$ cat src/hw/rtl/fns_front.sv
// fns_front: accepts facts, masks fields and queues them for the back end
// no package dependency; a small fifo decouples the two sides
`default_nettype none
module fns_front #(
    parameter int SLOT_BITS = 12,
    parameter int VALUE_BITS = 20,
    parameter int DEPTH_BITS = 2
) (
    input  wire logic                  clk,
    input  wire logic                  rst_n,
    input  wire logic                  in_valid,
    output logic                       in_ready,
    input  wire logic [11:0]           fact_index,
    input  wire logic [19:0]           h_value,
    input  wire logic                  value_infinite,
    input  wire logic                  last_fact,
    output logic                       q_valid,
    input  wire logic                  q_ready,
    output logic [SLOT_BITS+VALUE_BITS+1:0] q_data
);
    localparam int W = SLOT_BITS + VALUE_BITS + 2;
    localparam int DEPTH = 1 << DEPTH_BITS;
    logic [W-1:0] mem_reg [DEPTH];
    logic [DEPTH_BITS:0] wr_reg, rd_reg;
    logic [SLOT_BITS-1:0] slot;
    logic [VALUE_BITS-1:0] hv;
    logic push, pop;

    always_comb
    begin
        slot = '0;
        hv = '0;
        for (int i = 0; i < SLOT_BITS; i++)
            if (i < 12) slot[i] = fact_index[i];
        for (int i = 0; i < VALUE_BITS; i++)
            if (i < 20) hv[i] = h_value[i];
    end

    assign in_ready = (wr_reg - rd_reg) != (DEPTH_BITS+1)'(DEPTH);
    assign q_valid = wr_reg != rd_reg;
    assign push = in_valid && in_ready;
    assign pop = q_valid && q_ready;
    assign q_data = mem_reg[rd_reg[DEPTH_BITS-1:0]];

    always_ff @(posedge clk)
    begin
        if (push)
            mem_reg[wr_reg[DEPTH_BITS-1:0]] <= {slot, hv, value_infinite, last_fact};
    end

    always_ff @(posedge clk or negedge rst_n)
    begin
        if (!rst_n)
        begin
            wr_reg <= '0;
            rd_reg <= '0;
        end
        else
        begin
            if (push) wr_reg <= wr_reg + 1'b1;
            if (pop) rd_reg <= rd_reg + 1'b1;
        end
    end
endmodule
`default_nettype wire

$ cat config.mk
export PLATFORM = sky130hd
export DESIGN_NAME = fns_front
export DESIGN_NICKNAME = d
export VERILOG_FILES = /design/src/hw/rtl/fns_front.sv
export SDC_FILE = /design/constraint.sdc
export NUM_CORES = 1
export LEC_CHECK = 0
export BUFFER_PORTS_ARGS = -buffer_cell sky130_fd_sc_hd__buf_2
export CAP_MARGIN = 20
export CORE_MARGIN = 4
export CORE_UTILIZATION = 56
export DETAILED_ROUTE_END_ITERATION = 7
export GPL_ROUTABILITY_DRIVEN = 0
export GPL_TIMING_DRIVEN = 1
export PLACE_DENSITY_LB_ADDON = 0.1
export SKIP_CTS_REPAIR_TIMING = 1
export SYNTH_ARGS = -nofsm -noshare
export SYNTH_HDL_FRONTEND = slang
export SYNTH_SLANG_ARGS = --single-unit
$ cat constraint.sdc
create_clock -name clk -period 3.9 [get_ports clk]
set_input_delay 0.195 -clock clk [delete_from_list [all_inputs] [get_ports clk]]
set_output_delay 0.195 -clock clk [all_outputs]
set_load 0.005 [all_outputs]
==> flow_summary_export.csv <==
group,metric,value,unit
floorplan,start_util,57.6,%
detailed_routing,firstDrtPassIters,5,
sta,fmax,0.400,GHz
sta,timing.final.crit_share,64.1,%
sta,clock_skew,0.00534,ns
yosys,ys_warn_count,0,
floorplan,io_pins,74,
clock_network,numCtsBuffers,17,
clock_network,root_buffer,"clkbuf_8",
layout,fill_cells,534,
floorplan,fp-row-count,35,
clock_network,h-tree-depth,4,
outcome,status,"complete, no violations",
sta,slew_violations,0,
yosys,ys_types,20,
layout,antenna_cells_inserted,0,
floorplan,core_area,9240,sq um
worst_setup_path,worstPathMaxFanout,34,
sta,hold-worst-slack,0.0569,ns
global_routing,antenna_found_initial,0,
sta,setup_viol,0,
worst_setup_path,cp-end-kind,"flip-flop",
worst_setup_path,startpoint,"wr_reg[0]$_DFFE_PN0P_",
worst_setup_path,critPathLaunchType,"flip-flop",
worst_setup_path,cp_slowest_stage_delay,0.80,ns
placed_design,portBuffers,73,
placed_design,dp_hpwl,4860,microns
power_and_ir_drop,p_leak,0.00242,uW
yosys,synthTopCellsByArea,"edfxtp_1 77%, mux4_2 14%, dfrtp_1 2.8%",
clock_network,clk_pin_slew,0.06,ns
worst_setup_path,critPathKind,"reg2reg",
sta,relSlewSlack,38.8,%
power_and_ir_drop,powerDensity,790,nW/um^2
floorplan,die_y,105,microns
layout,final_cells,478,
sta,timing.final.crit_period,2.50,ns
worst_setup_path,critPathRequiredTime,4.03,ns
global_routing,grt_overflow,0,
layout,largest_reg_flops,136,
worst_setup_path,crit_chain,"inv_1, ha_1, nor2b_1, xnor2_2, a31oi_4, and2_2",
detailed_routing,route.vias.total,2516,
job,drv_cap,0,
placed_design,dp.cells,411,
floorplan,die_area,11100,sq um
global_routing,grt_pass1_wl,13900,microns
detailed_routing,wl_per_cell,18.7,microns
yosys,avgSynthCellArea,24.9,sq um
worst_setup_path,arrival,2.63,ns
worst_setup_path,crit_buf_inv,1,
yosys,synth_nets,259,
worst_setup_path,r2r_start,"wr_reg[0]$_DFFE_PN0P_",
global_routing,grt_pass1_vias,2582,
layout,drive_gt1_share,43.6,%
worst_setup_path,path_delay_family,"simple AND/OR/NAND/NOR gates",
detailed_routing,final_antenna_net_count,0,
yosys,syn-instance-count,214,
floorplan,fp.dieW,105,microns
yosys,netlist.area_leader.share,76.8,%
yosys,syn_area,5320,sq um
clock_network,cts_tree,"yes",
yosys,synth_seq_cells,142,
yosys,yosysSeqAreaShare,79.6,%
clock_network,clock-sinks,142,
yosys,yosysTopAreaCell,"edfxtp_1",
sta,final-hold-violation-count,0,
clock_network,clock_latency,0.51,ns
power_and_ir_drop,irDropWorstVdd,560,uV
global_routing,grt_start_max_net_pins,37,
detailed_routing,totalWireLength,8950,microns
clock_network,clockBufferDepth,2,
hold_path,hold_path_class,"in2async",
layout,nets,382,
detailed_routing,via_per_inst,5.26,
global_routing,grt_usage,17.1,%
sta,rsz0062_at_grt,"no",
worst_setup_path,crit_slowest_cell,"and2_2",
layout,area_growth,28.5,%
sta,finalSetupTns,0,ns
sta,worstMarginPinSlew,0.919,ns
detailed_routing,drt_iter0_drc,113,
detailed_routing,drc,0,
[area by class of cell]
type | instances | area [sq um] | share of cell area, %
inverters | 4 | 15.0 | 0.220
flip-flops and latches | 142 | 4240 | 62.0
repair buffers | 112 | 748 | 11.0
clock inverters | 14 | 216 | 3.17
well taps | 129 | 161 | 2.36
multi-input cells | 60 | 1040 | 15.2
clock buffers | 17 | 414 | 6.06
[synth_stat cells]
cell type	number
buf_2	3
dfrtp_1	6
xnor2_1	3
nor2b_1	1
and2_1	3
ha_1	7
mux2_2	1
nand3_1	3
nand2_1	2
buf_1	1
clkbuf_1	2
a31oi_2	1
mux2_4	1
xnor2_2	2
xor2_1	1
edfxtp_1	136
mux4_2	34
inv_1	4
buf_4	2
a31oi_4	1
[cell usage in the layout, fill, tap and decap left out, drive strengths merged]
| cell type | netlist | layout |
|---|---|---|
| clkinv | 0 | 3 |
| dfrtp | 6 | 6 |
| mux2 | 2 | 2 |
| mux4 | 34 | 34 |
| edfxtp | 136 | 136 |
| xnor2 | 5 | 5 |
| nand3 | 3 | 3 |
| dlygate4sd3 | 0 | 36 |
| clkbuf | 2 | 17 |
| and2 | 3 | 3 |
| bufinv | 0 | 5 |
| buf | 6 | 76 |
| inv | 4 | 6 |
| clkinvlp | 0 | 4 |
| nor2b | 1 | 1 |
| ha | 7 | 7 |
| xor2 | 1 | 1 |
| nand2 | 2 | 2 |
| a31oi | 2 | 2 |
[worst paths after layout]
check                                                 to  slack [ns]  depth (start not counted)
worst min-delay path               wr_reg[0]$_DFFE_PN0P_        0.06                          2
worst min register to register     rd_reg[2]$_DFFE_PN0P_        0.53                          1
max in group asynchronous          rd_reg[0]$_DFFE_PN0P_        3.68                          2
min in group clk                   wr_reg[0]$_DFFE_PN0P_        0.10                          4
worst max-delay path            mem_reg[1][11]$_DFFE_PP_        1.40                          6
worst max register to register  mem_reg[1][11]$_DFFE_PP_        1.40                          6
[logic make-up after synthesis]
group / count (synthesis) / synth area share (%)
compound gates: 2 / 0.635
xor+xnor: 6 / 1.27
fa+ha+maj: 7 / 1.65
buf+inv: 12 / 1.06
flops: 142 / 79.6
mux: 36 / 14.9
simple gates: 9 / 0.894
[layer usage]
| layer | GRT usage (%) | up-vias | wire (microns) |
|---|---|---|---|
| li1 | - | 1148 | - |
| met1 | 22.9 | 1285 | 3840 |
| met2 | 27.1 | 73 | 4620 |
| met3 | 4.41 | 10 | 404 |
| met4 | 7.03 | 0 | 85 |
| met5 | 0 | - | 0 |
[where the power goes]
| group | internal (uW) | total, uW | switching [uW] |
|---|---|---|---|
| sequential | 2090 | 2180 | 90.9 |
| combinational | 738 | 1520 | 783 |
| clock | 1100 | 1700 | 596 |
| total | 3930 | 5400 | 1470 |
[stage by stage]
| step | utilization [%] | setup WS [ns] | area [sq um] | total power (uW) |
|---|---|---|---|---|
| floorplan | - | 0.936 | 5320 | 3200 |
| global placement | 63.2 | 1.40 | 5840 | 3720 |
| detailed placement | 63.2 | 1.37 | 5840 | 3740 |
| CTS | 70.0 | 1.34 | 6470 | 5450 |
| global route | 73.9 | 1.19 | 6830 | 5700 |
| finish | 73.9 | 1.40 | 6830 | 5400 |
No activity file was read; power rests on OpenSTA's default activity.
